**src/rtl/core/alts_pkg.sv**
```systemverilog
`timescale 1ns / 1ps
// ----------------------------------------------------------------------------
// alts_pkg: shared types for the aging LRU tag store
// Opcodes, register indexes, the entry word and the scan control group.
// ----------------------------------------------------------------------------
package alts_pkg;

  localparam int KEY_W   = 32;
  localparam int AGE_W   = 8;
  localparam int STAMP_W = 32;
  localparam int SLOT_W  = 4;
  localparam int ACT_W   = 5;
  localparam int CFG_W   = 8;

  localparam logic [AGE_W-1:0] AGE_SAT = '1;

  typedef enum logic [1:0] {
    OP_LOOKUP = 2'd0,
    OP_TICK   = 2'd1,
    OP_INVAL  = 2'd2,
    OP_RSVD   = 2'd3   // unused: no state change, no result
  } alts_op_e;

  typedef enum logic {
    CFG_ACTIVE  = 1'b0,
    CFG_MAX_AGE = 1'b1
  } alts_cfg_e;

  typedef struct packed {
    logic [KEY_W-1:0]   key;
    logic [AGE_W-1:0]   age;
    logic [STAMP_W-1:0] stamp;
  } alts_entry_t;

  typedef struct packed {
    logic clear;    // restart the trackers for a new request
    logic cmp_vld;  // read data of one entry is present this cycle
    logic tick;     // aging pass instead of a lookup
  } alts_scan_ctrl_t;

endpackage

```
**src/rtl/core/aging_lru_tag_store.sv**
```systemverilog
`timescale 1ns / 1ps
// ----------------------------------------------------------------------------
// aging_lru_tag_store: fully associative tag store, LRU victim, age expiry
// Sequencer, valid marks and result register around one compare unit.
// ----------------------------------------------------------------------------
// Usage:
//   Requests enter on the s_axis channel: tuser carries the opcode (lookup,
//   tick, invalidate all), tdata the 32-bit key. A lookup returns one result
//   on m_axis (hit flag, slot index); tick and invalidate return nothing.
//   Lookup and tick walk the active entries through the entry RAM, one entry
//   per cycle. A request runs through the accept cycle, one read per active
//   entry, the last compare after the registered RAM read, a step to leave
//   the scan, and for a lookup the decision and write-back. The single RAM
//   read port sets this pace. Invalidate all and the unused opcode complete
//   in the cycle in which they are accepted.
//   s_axis_tready is high only while the sequencer is idle. A finished result
//   waits in the output register; the next request is accepted meanwhile and
//   only its own write-back waits if the receiver still stalls.
//   Reset clears all valid marks and the stamp counter and loads
//   active_entries = 16, max_age = 255. Configuration writes go through
//   cfg_we_i / cfg_idx_i / cfg_data_i, by the user only while idle (the block
//   does not enforce it); writing active_entries flushes the store. Entry
//   RAM needs no clearing pass: an entry is only used once its valid mark is set.
// ----------------------------------------------------------------------------
module aging_lru_tag_store
  import alts_pkg::*;
#(
  parameter int ENTRIES = 16
) (
  input  logic             clk_i,
  input  logic             rst_ni,
  // request channel
  input  logic             s_axis_tvalid,
  output logic             s_axis_tready,
  input  logic [31:0]      s_axis_tdata,   // [31:0] key
  input  logic [1:0]       s_axis_tuser,   // [1:0] opcode
  // result channel
  output logic             m_axis_tvalid,
  input  logic             m_axis_tready,
  output logic [7:0]       m_axis_tdata,   // [0] hit, [4:1] slot_index, [7:5] zero
  // configuration
  input  logic             cfg_we_i,
  input  logic             cfg_idx_i,
  input  logic [CFG_W-1:0] cfg_data_i
);

  localparam int IDX_W   = (ENTRIES > 1) ? $clog2(ENTRIES) : 1;
  localparam int CNT_W   = $clog2(ENTRIES + 1);
  localparam int CLAMP_W = (CNT_W > ACT_W) ? CNT_W : ACT_W;

  typedef enum logic [1:0] {
    ST_IDLE,
    ST_SCAN,
    ST_WRITE
  } state_e;

  state_e               state_q, state_d;
  logic [CNT_W-1:0]     rd_cnt_q, rd_cnt_d;
  logic                 cmp_vld_q, cmp_vld_d;
  logic [IDX_W-1:0]     cmp_idx_q, cmp_idx_d;
  logic                 tick_q, tick_d;
  logic [KEY_W-1:0]     key_q, key_d;
  logic [ENTRIES-1:0]   valid_q, valid_d;
  logic [STAMP_W-1:0]   next_stamp_q, next_stamp_d;
  logic [ACT_W-1:0]     active_q, active_d;
  logic [AGE_W-1:0]     max_age_q, max_age_d;
  logic                 out_vld_q, out_vld_d;
  logic                 out_hit_q, out_hit_d;
  logic [SLOT_W-1:0]    out_slot_q, out_slot_d;

  logic [CLAMP_W-1:0]   act_ext;
  logic [CNT_W-1:0]     n_eff;
  logic                 issue;
  logic                 accept;
  logic                 can_load;
  alts_op_e             op;

  alts_scan_ctrl_t      scan_ctrl;
  logic                 tick_we;
  alts_entry_t          tick_word;
  logic                 expire;
  logic                 scan_hit;
  logic [IDX_W-1:0]     scan_slot;

  logic                 ram_we;
  logic [IDX_W-1:0]     ram_waddr;
  alts_entry_t          ram_wdata;
  alts_entry_t          ram_rdata;

  // Clamp the active count to 1..ENTRIES.
  always_comb begin
    act_ext = CLAMP_W'(active_q);
    if (act_ext == '0) begin
      n_eff = CNT_W'(1);
    end else if (act_ext > CLAMP_W'(ENTRIES)) begin
      n_eff = CNT_W'(ENTRIES);
    end else begin
      n_eff = CNT_W'(act_ext);
    end
  end

  assign s_axis_tready = (state_q == ST_IDLE);
  assign accept        = s_axis_tvalid && s_axis_tready;
  assign op            = alts_op_e'(s_axis_tuser);
  assign issue         = (state_q == ST_SCAN) && (rd_cnt_q < n_eff);
  assign can_load      = !out_vld_q || m_axis_tready;

  assign scan_ctrl.clear   = accept;
  assign scan_ctrl.cmp_vld = cmp_vld_q;
  assign scan_ctrl.tick    = tick_q;

  alts_scan_unit #(
    .IDX_W (IDX_W)
  ) u_scan (
    .clk_i       (clk_i),
    .rst_ni      (rst_ni),
    .ctrl_i      (scan_ctrl),
    .idx_i       (cmp_idx_q),
    .entry_vld_i (valid_q[cmp_idx_q]),
    .entry_i     (ram_rdata),
    .key_i       (key_q),
    .max_age_i   (max_age_q),
    .wr_en_o     (tick_we),
    .wr_word_o   (tick_word),
    .expire_o    (expire),
    .hit_o       (scan_hit),
    .slot_o      (scan_slot)
  );

  // Write port: aged entry during a tick pass, installed entry on write-back.
  always_comb begin
    if (state_q == ST_WRITE) begin
      ram_we          = can_load;
      ram_waddr       = scan_slot;
      ram_wdata.key   = key_q;
      ram_wdata.age   = '0;
      ram_wdata.stamp = next_stamp_q;
    end else begin
      ram_we    = tick_we;
      ram_waddr = cmp_idx_q;
      ram_wdata = tick_word;
    end
  end

  alts_entry_ram #(
    .DEPTH (ENTRIES),
    .AW    (IDX_W)
  ) u_ram (
    .clk_i   (clk_i),
    .we_i    (ram_we),
    .waddr_i (ram_waddr),
    .wdata_i (ram_wdata),
    .raddr_i (rd_cnt_q[IDX_W-1:0]),
    .rdata_o (ram_rdata)
  );

  // Sequencer.
  always_comb begin
    state_d      = state_q;
    rd_cnt_d     = rd_cnt_q;
    cmp_vld_d    = issue;
    cmp_idx_d    = rd_cnt_q[IDX_W-1:0];
    tick_d       = tick_q;
    key_d        = key_q;
    valid_d      = valid_q;
    next_stamp_d = next_stamp_q;
    active_d     = active_q;
    max_age_d    = max_age_q;
    out_vld_d    = out_vld_q && !m_axis_tready;
    out_hit_d    = out_hit_q;
    out_slot_d   = out_slot_q;

    case (state_q)
      ST_IDLE: begin
        if (accept) begin
          key_d    = s_axis_tdata;
          rd_cnt_d = '0;
          case (op)
            OP_LOOKUP: begin
              tick_d  = 1'b0;
              state_d = ST_SCAN;
            end
            OP_TICK: begin
              tick_d  = 1'b1;
              state_d = ST_SCAN;
            end
            OP_INVAL: begin
              valid_d = '0;
            end
            default: begin
              // unused opcode: drop
            end
          endcase
        end
      end
      ST_SCAN: begin
        if (issue) begin
          rd_cnt_d = rd_cnt_q + CNT_W'(1);
        end
        if (expire) begin
          valid_d[cmp_idx_q] = 1'b0;
        end
        if (!issue && !cmp_vld_q) begin
          state_d = tick_q ? ST_IDLE : ST_WRITE;
        end
      end
      ST_WRITE: begin
        // hold the write-back until the result register is free
        if (can_load) begin
          valid_d[scan_slot] = 1'b1;
          next_stamp_d       = next_stamp_q + STAMP_W'(1);
          out_vld_d          = 1'b1;
          out_hit_d          = scan_hit;
          out_slot_d         = SLOT_W'(scan_slot);
          state_d            = ST_IDLE;
        end
      end
      default: begin
        state_d = ST_IDLE;
      end
    endcase

    if (cfg_we_i) begin
      case (alts_cfg_e'(cfg_idx_i))
        CFG_ACTIVE: begin
          active_d     = cfg_data_i[ACT_W-1:0];
          valid_d      = '0;
          next_stamp_d = '0;
        end
        CFG_MAX_AGE: begin
          max_age_d = cfg_data_i[AGE_W-1:0];
        end
        default: begin
        end
      endcase
    end
  end

  always_ff @(posedge clk_i or negedge rst_ni) begin
    if (!rst_ni) begin
      state_q      <= ST_IDLE;
      rd_cnt_q     <= '0;
      cmp_vld_q    <= 1'b0;
      cmp_idx_q    <= '0;
      tick_q       <= 1'b0;
      key_q        <= '0;
      valid_q      <= '0;
      next_stamp_q <= '0;
      active_q     <= ACT_W'(16);
      max_age_q    <= AGE_SAT;
      out_vld_q    <= 1'b0;
      out_hit_q    <= 1'b0;
      out_slot_q   <= '0;
    end else begin
      state_q      <= state_d;
      rd_cnt_q     <= rd_cnt_d;
      cmp_vld_q    <= cmp_vld_d;
      cmp_idx_q    <= cmp_idx_d;
      tick_q       <= tick_d;
      key_q        <= key_d;
      valid_q      <= valid_d;
      next_stamp_q <= next_stamp_d;
      active_q     <= active_d;
      max_age_q    <= max_age_d;
      out_vld_q    <= out_vld_d;
      out_hit_q    <= out_hit_d;
      out_slot_q   <= out_slot_d;
    end
  end

  assign m_axis_tvalid = out_vld_q;
  assign m_axis_tdata  = {3'b000, out_slot_q, out_hit_q};

  // No compare data may linger once the sequencer is back at idle.
  a_idle_no_cmp : assert property (@(posedge clk_i) disable iff (!rst_ni)
    (state_q == ST_IDLE) |-> !cmp_vld_q)
    else $error("compare data present while idle");

  // The scan never reads past the active entries.
  a_scan_bound : assert property (@(posedge clk_i) disable iff (!rst_ni)
    (state_q == ST_SCAN) |-> (rd_cnt_q <= n_eff))
    else $error("scan ran past the active entries");

  // Each installed or refreshed entry takes exactly one new stamp.
  a_stamp_step : assert property (@(posedge clk_i) disable iff (!rst_ni)
    (state_q == ST_WRITE && can_load && !cfg_we_i) |=>
      (next_stamp_q == $past(next_stamp_q) + STAMP_W'(1)))
    else $error("stamp counter did not advance by one");

  // After write-back the store holds at least one valid entry and a result.
  a_write_marks : assert property (@(posedge clk_i) disable iff (!rst_ni)
    (state_q == ST_WRITE && can_load && !cfg_we_i) |=>
      (valid_q != '0) && out_vld_q)
    else $error("write-back left no valid entry or no result");

endmodule

```
**src/rtl/core/alts_entry_ram.sv**
```systemverilog
`timescale 1ns / 1ps
// ----------------------------------------------------------------------------
// alts_entry_ram: entry storage
// One write port, one read port with registered read data.
// ----------------------------------------------------------------------------
module alts_entry_ram
  import alts_pkg::*;
#(
  parameter int DEPTH = 16,
  parameter int AW    = 4
) (
  input  logic          clk_i,
  input  logic          we_i,
  input  logic [AW-1:0] waddr_i,
  input  alts_entry_t   wdata_i,
  input  logic [AW-1:0] raddr_i,
  output alts_entry_t   rdata_o
);

  alts_entry_t mem [DEPTH];
  alts_entry_t rdata_q;

  always_ff @(posedge clk_i) begin
    if (we_i) begin
      mem[waddr_i] <= wdata_i;
    end
  end

  always_ff @(posedge clk_i) begin
    rdata_q <= mem[raddr_i];
  end

  assign rdata_o = rdata_q;

endmodule

```
**src/rtl/core/alts_scan_unit.sv**
```systemverilog
`timescale 1ns / 1ps
// ----------------------------------------------------------------------------
// alts_scan_unit: per-entry compare unit
// Sees one entry per cycle; tracks first hit and LRU victim, or ages entries.
// ----------------------------------------------------------------------------
module alts_scan_unit
  import alts_pkg::*;
#(
  parameter int IDX_W = 4
) (
  input  logic             clk_i,
  input  logic             rst_ni,
  input  alts_scan_ctrl_t  ctrl_i,
  input  logic [IDX_W-1:0] idx_i,
  input  logic             entry_vld_i,
  input  alts_entry_t      entry_i,
  input  logic [KEY_W-1:0] key_i,
  input  logic [AGE_W-1:0] max_age_i,
  output logic             wr_en_o,
  output alts_entry_t      wr_word_o,
  output logic             expire_o,
  output logic             hit_o,
  output logic [IDX_W-1:0] slot_o
);

  logic               hit_q, hit_d;
  logic               inv_q, inv_d;
  logic               have_q, have_d;
  logic [IDX_W-1:0]   hit_idx_q, hit_idx_d;
  logic [IDX_W-1:0]   vic_idx_q, vic_idx_d;
  logic [AGE_W-1:0]   best_age_q, best_age_d;
  logic [STAMP_W-1:0] best_stamp_q, best_stamp_d;
  logic [AGE_W-1:0]   age_inc;
  logic               older;

  // Aging: saturate, expire at or above the limit.
  always_comb begin
    age_inc = (entry_i.age == AGE_SAT) ? AGE_SAT : entry_i.age + AGE_W'(1);
    wr_word_o       = entry_i;
    wr_word_o.age   = age_inc;
    wr_en_o         = ctrl_i.cmp_vld && ctrl_i.tick && entry_vld_i;
    expire_o        = wr_en_o && (age_inc >= max_age_i);
  end

  always_comb begin
    older = !have_q || (entry_i.age > best_age_q) ||
            ((entry_i.age == best_age_q) && (entry_i.stamp < best_stamp_q));
    hit_d        = hit_q;
    inv_d        = inv_q;
    have_d       = have_q;
    hit_idx_d    = hit_idx_q;
    vic_idx_d    = vic_idx_q;
    best_age_d   = best_age_q;
    best_stamp_d = best_stamp_q;
    if (ctrl_i.clear) begin
      hit_d  = 1'b0;
      inv_d  = 1'b0;
      have_d = 1'b0;
    end else if (ctrl_i.cmp_vld && !ctrl_i.tick) begin
      if (entry_vld_i && (entry_i.key == key_i) && !hit_q) begin
        hit_d     = 1'b1;
        hit_idx_d = idx_i;
      end
      if (!inv_q) begin
        if (!entry_vld_i) begin
          inv_d     = 1'b1;
          vic_idx_d = idx_i;
        end else if (older) begin
          have_d       = 1'b1;
          vic_idx_d    = idx_i;
          best_age_d   = entry_i.age;
          best_stamp_d = entry_i.stamp;
        end
      end
    end
  end

  always_ff @(posedge clk_i or negedge rst_ni) begin
    if (!rst_ni) begin
      hit_q  <= 1'b0;
      inv_q  <= 1'b0;
      have_q <= 1'b0;
    end else begin
      hit_q  <= hit_d;
      inv_q  <= inv_d;
      have_q <= have_d;
    end
  end

  always_ff @(posedge clk_i) begin
    hit_idx_q    <= hit_idx_d;
    vic_idx_q    <= vic_idx_d;
    best_age_q   <= best_age_d;
    best_stamp_q <= best_stamp_d;
  end

  assign hit_o  = hit_q;
  assign slot_o = hit_q ? hit_idx_q : vic_idx_q;

endmodule

```
**config.mk**
```make
export PLATFORM = sky130hd
export DESIGN_NAME = aging_lru_tag_store
export DESIGN_NICKNAME = d
export VERILOG_FILES = /design/src/rtl/core/alts_pkg.sv /design/src/rtl/core/aging_lru_tag_store.sv /design/src/rtl/core/alts_entry_ram.sv /design/src/rtl/core/alts_scan_unit.sv
export SDC_FILE = /design/constraint.sdc
export NUM_CORES = 2
export LEC_CHECK = 0
export ABC_CLOCK_PERIOD_IN_PS = 6150
export BUFFER_PORTS_ARGS = -buffer_cell sky130_fd_sc_hd__buf_2
export CORE_ASPECT_RATIO = 0.5
export CORE_MARGIN = 5
export CORE_UTILIZATION = 47
export DETAILED_ROUTE_END_ITERATION = 12
export MAX_ROUTING_LAYER = met4
export SYNTH_ARGS = -nofsm -noshare
export SYNTH_HDL_FRONTEND = slang
export SYNTH_SLANG_ARGS = --single-unit
```
**constraint.sdc**
```tcl
create_clock -name clk_i -period 6.15 [get_ports clk_i]
set_input_delay 1.23 -clock clk_i [delete_from_list [all_inputs] [get_ports clk_i]]
set_output_delay 1.23 -clock clk_i [all_outputs]
set_load 0.02 [all_outputs]
```
==> out/results.ini <==
[timing]
clock_skew_ns = 0.0187
fin_tns_setup_ns = 0
drv_slew = 0
worst_slack_ns = 2.32
min_period_over_period_pct = 62.3
hold_violations = 0
fin_crit_ns = 3.83
max_slew_margin_pct = 14.1
setup_viol = 0
rsz0062_at_grt = false
fmax_ghz = 0.261
worstMarginPinSlew_ns = 1.29

[drt]
drt_wl_total_mm = 119
first_pass_iters = 6
drc_errors = 0
vias = 26000
avgRoutedWirePerCell_um = 26.4
post_drt_via_cell_ratio = 5.76
ant_nets = 0
drtIter0Drc = 2664

[global_routing]
overflow = 0
grt_max_degree = 98
grt_pass1_wl_mm = 179
first_global_vias = 26700
antenna_found_initial = 3
grtUsageTotal_pct = 20.3

[clock_tree]
cts_root_buf = clkbuf_16
numClockSinks = 1387
cts_resized = 0
clk_latency_ns = 0.73
ctsHoldBuffers = 0
tritoncts = built
clkTransAtPathRegs_ns = 0.07
htree_levels = 3
cts_buffers = 121
post_cts_buffers = 0
max-clock-path-buffers = 3

[run_status]
status = finished, final reports clean

[synthesis]
synth_area_sq_um = 54100
async_flop_share_pct = 8.29
synth_cells = 2775
synth_cell_type_count = 66
yosysWarnings = 0
ys_ff_latch = 1387
synth_area_per_cell_sq_um = 19.5
synth_ff_type = edfxtp_1
synth_seq_area_share_pct = 74.6
synth_edf_count = 1200

[worst_setup_path]
crit_family = simple AND/OR/NAND/NOR gates
arrival_ns = 4.17
cp_cell_sequence = ha_1 > nand4_1 > or2_0 > a2111oi_0 > o21ai_1 > o211ai_1 > and3_2
crit_buf_inv = 0
path_max_fanout = 40
slowest_stage = and3_2
endpoint_kind = register
cp_slowest_stage_delay_ns = 0.96
cp.required_ns = 6.49
critPathKind = reg -> reg
start_kind = register

[placement]
port_buffers = 54
dpl.cell_count = 4280
routabilityCongestion = 0.826
dp_hpwl_mm = 67.7
pre_cts_ws_ns = 2.11

[power]
peakVddDrop_uv = 386
leakagePower_nw = 19.9
power.density_nw_per_um2 = 445

[final_layout]
fin_cells = 4512
fin_nets = 2975
drive_gt1_share_pct = 23.7
area_growth_pct = 11.7
n_fill_cell = 8933
n_antenna_cell = 0

[floorplan]
die_y_um = 250
placementRows = 88
die_x_um = 490
initial_core_util_pct = 47.2
core_area_sq_um = 115000
dieArea_sq_um = 122000
ios = 58

[job]
drv_cap = 0

[hold_path]
hp-class = reg -> reg

per-stage QoR:
step                hold slack, ns  total power [W]  util (%)  instance area [sq um]
floorplan                    0.378           0.0174         -                  54100
global placement             0.442           0.0195      49.2                  56500
detailed placement           0.453           0.0196      49.2                  56500
CTS                          0.464           0.0272      52.6                  60400
global route                 0.486           0.0281      52.7                  60400
finish                       0.463           0.0269      52.7                  60400
Yosys cell counts (all sizes together) (13+ instances only):
cell type,count,area (sq um)
a21oi,40,211
and3,15,93.8
buf,48,250
clkbuf,79,297
dfrtp,106,2650
dfxtp,72,1440
edfxtp,1200,36000
ha,54,676
inv,57,214
mux2,15,169
mux4,365,8220
nand2,358,1350
nand3,31,155
nand4,13,81.3
nor2,81,309
nor3,19,100
o21ai,30,150
xnor2,16,140
xor2,48,420
path summary, 6_finish.rpt:
check,from,end,slack [ns],depth (start not counted)
setup reg to reg,u_ram.rdata_o[39],u_scan.best_age_q[2],2.32,7
hold reg to reg,u_ram.rdata_o[5],u_scan.best_stamp_q[5],0.46,0
max in group asynchronous,rst_ni,key_q[11],4.36,2
hold / removal,u_ram.rdata_o[5],u_scan.best_stamp_q[5],0.46,0
min in group asynchronous,rst_ni,act_ext[0],0.59,1
setup / recovery,u_ram.rdata_o[39],u_scan.best_age_q[2],2.32,7
flip-flops by register name (all words and copies together) (netlist names), 5 cells and up:
name                 flops
next_stamp_q            32
valid_q                 16
act_ext                  5
u_ram.rdata_o           72
max_age_q                8
u_scan.best_stamp_q     32
rd_cnt_q                 5
key_q                   32
u_scan.best_age_q        8
u_ram.mem             1152
layer usage:
metal / routed length [um] / vias up / track usage, %
li1: - / 11200 / -
met1: 54200 / 13900 / 29.6
met2: 56800 / 701 / 30.8
met3: 5430 / 166 / 2.79
met4: 2540 / 0 / 4.72
met5: 0 / - / -
cell usage in the layout (no fill, tap or decap), drive strengths merged, types with 5 or more instances in the layout:
| master | n |
|---|---|
| buf | 100 |
| nor4 | 12 |
| nand2 | 358 |
| and3 | 15 |
| nor3 | 19 |
| inv | 60 |
| mux2 | 15 |
| xor2 | 48 |
| nand2b | 6 |
| clkinv | 43 |
| nor2b | 11 |
| a21o | 6 |
| ha | 54 |
| a31oi | 5 |
| nand3 | 31 |
| nand4 | 13 |
| dfrtp | 106 |
| mux4 | 365 |
| edfxtp | 1200 |
| and2 | 7 |
| or3 | 6 |
| and4 | 5 |
| nor2 | 81 |
| o21ai | 30 |
| o21a | 7 |
| a21oi | 40 |
| a32o | 5 |
| xnor2 | 16 |
| dfstp | 9 |
| bufinv | 7 |
| clkbuf | 177 |
| dfxtp | 72 |
power breakdown:
group          total [W]  internal, W  switching, W
registers         0.0131       0.0125      0.000577
logic            0.00621      0.00235       0.00387
clock network    0.00755      0.00420       0.00335
cells by family after synthesis:
| family | after synthesis | share of synthesized area (%) |
|---|---|---|
| other cells | 1 | 0.00693 |
| simple gates | 573 | 4.57 |
| compound gates | 129 | 1.57 |
| mux | 383 | 15.6 |
| xor+xnor | 64 | 1.04 |
| buf+inv | 184 | 1.41 |
| flops | 1387 | 74.6 |
| fa+ha+maj | 54 | 1.25 |
area by class of cell:
cell class	count	area, sq um	area share [%]
clock inverter	55	479	0.793
sequential	1387	40400	66.8
inverter	57	214	0.354
multi-input combinational	1206	13100	21.7
timing repair buffer	100	822	1.36
clock buffer	177	3460	5.73
tap	1530	1910	3.17
Power figures use the tool's default switching activity.
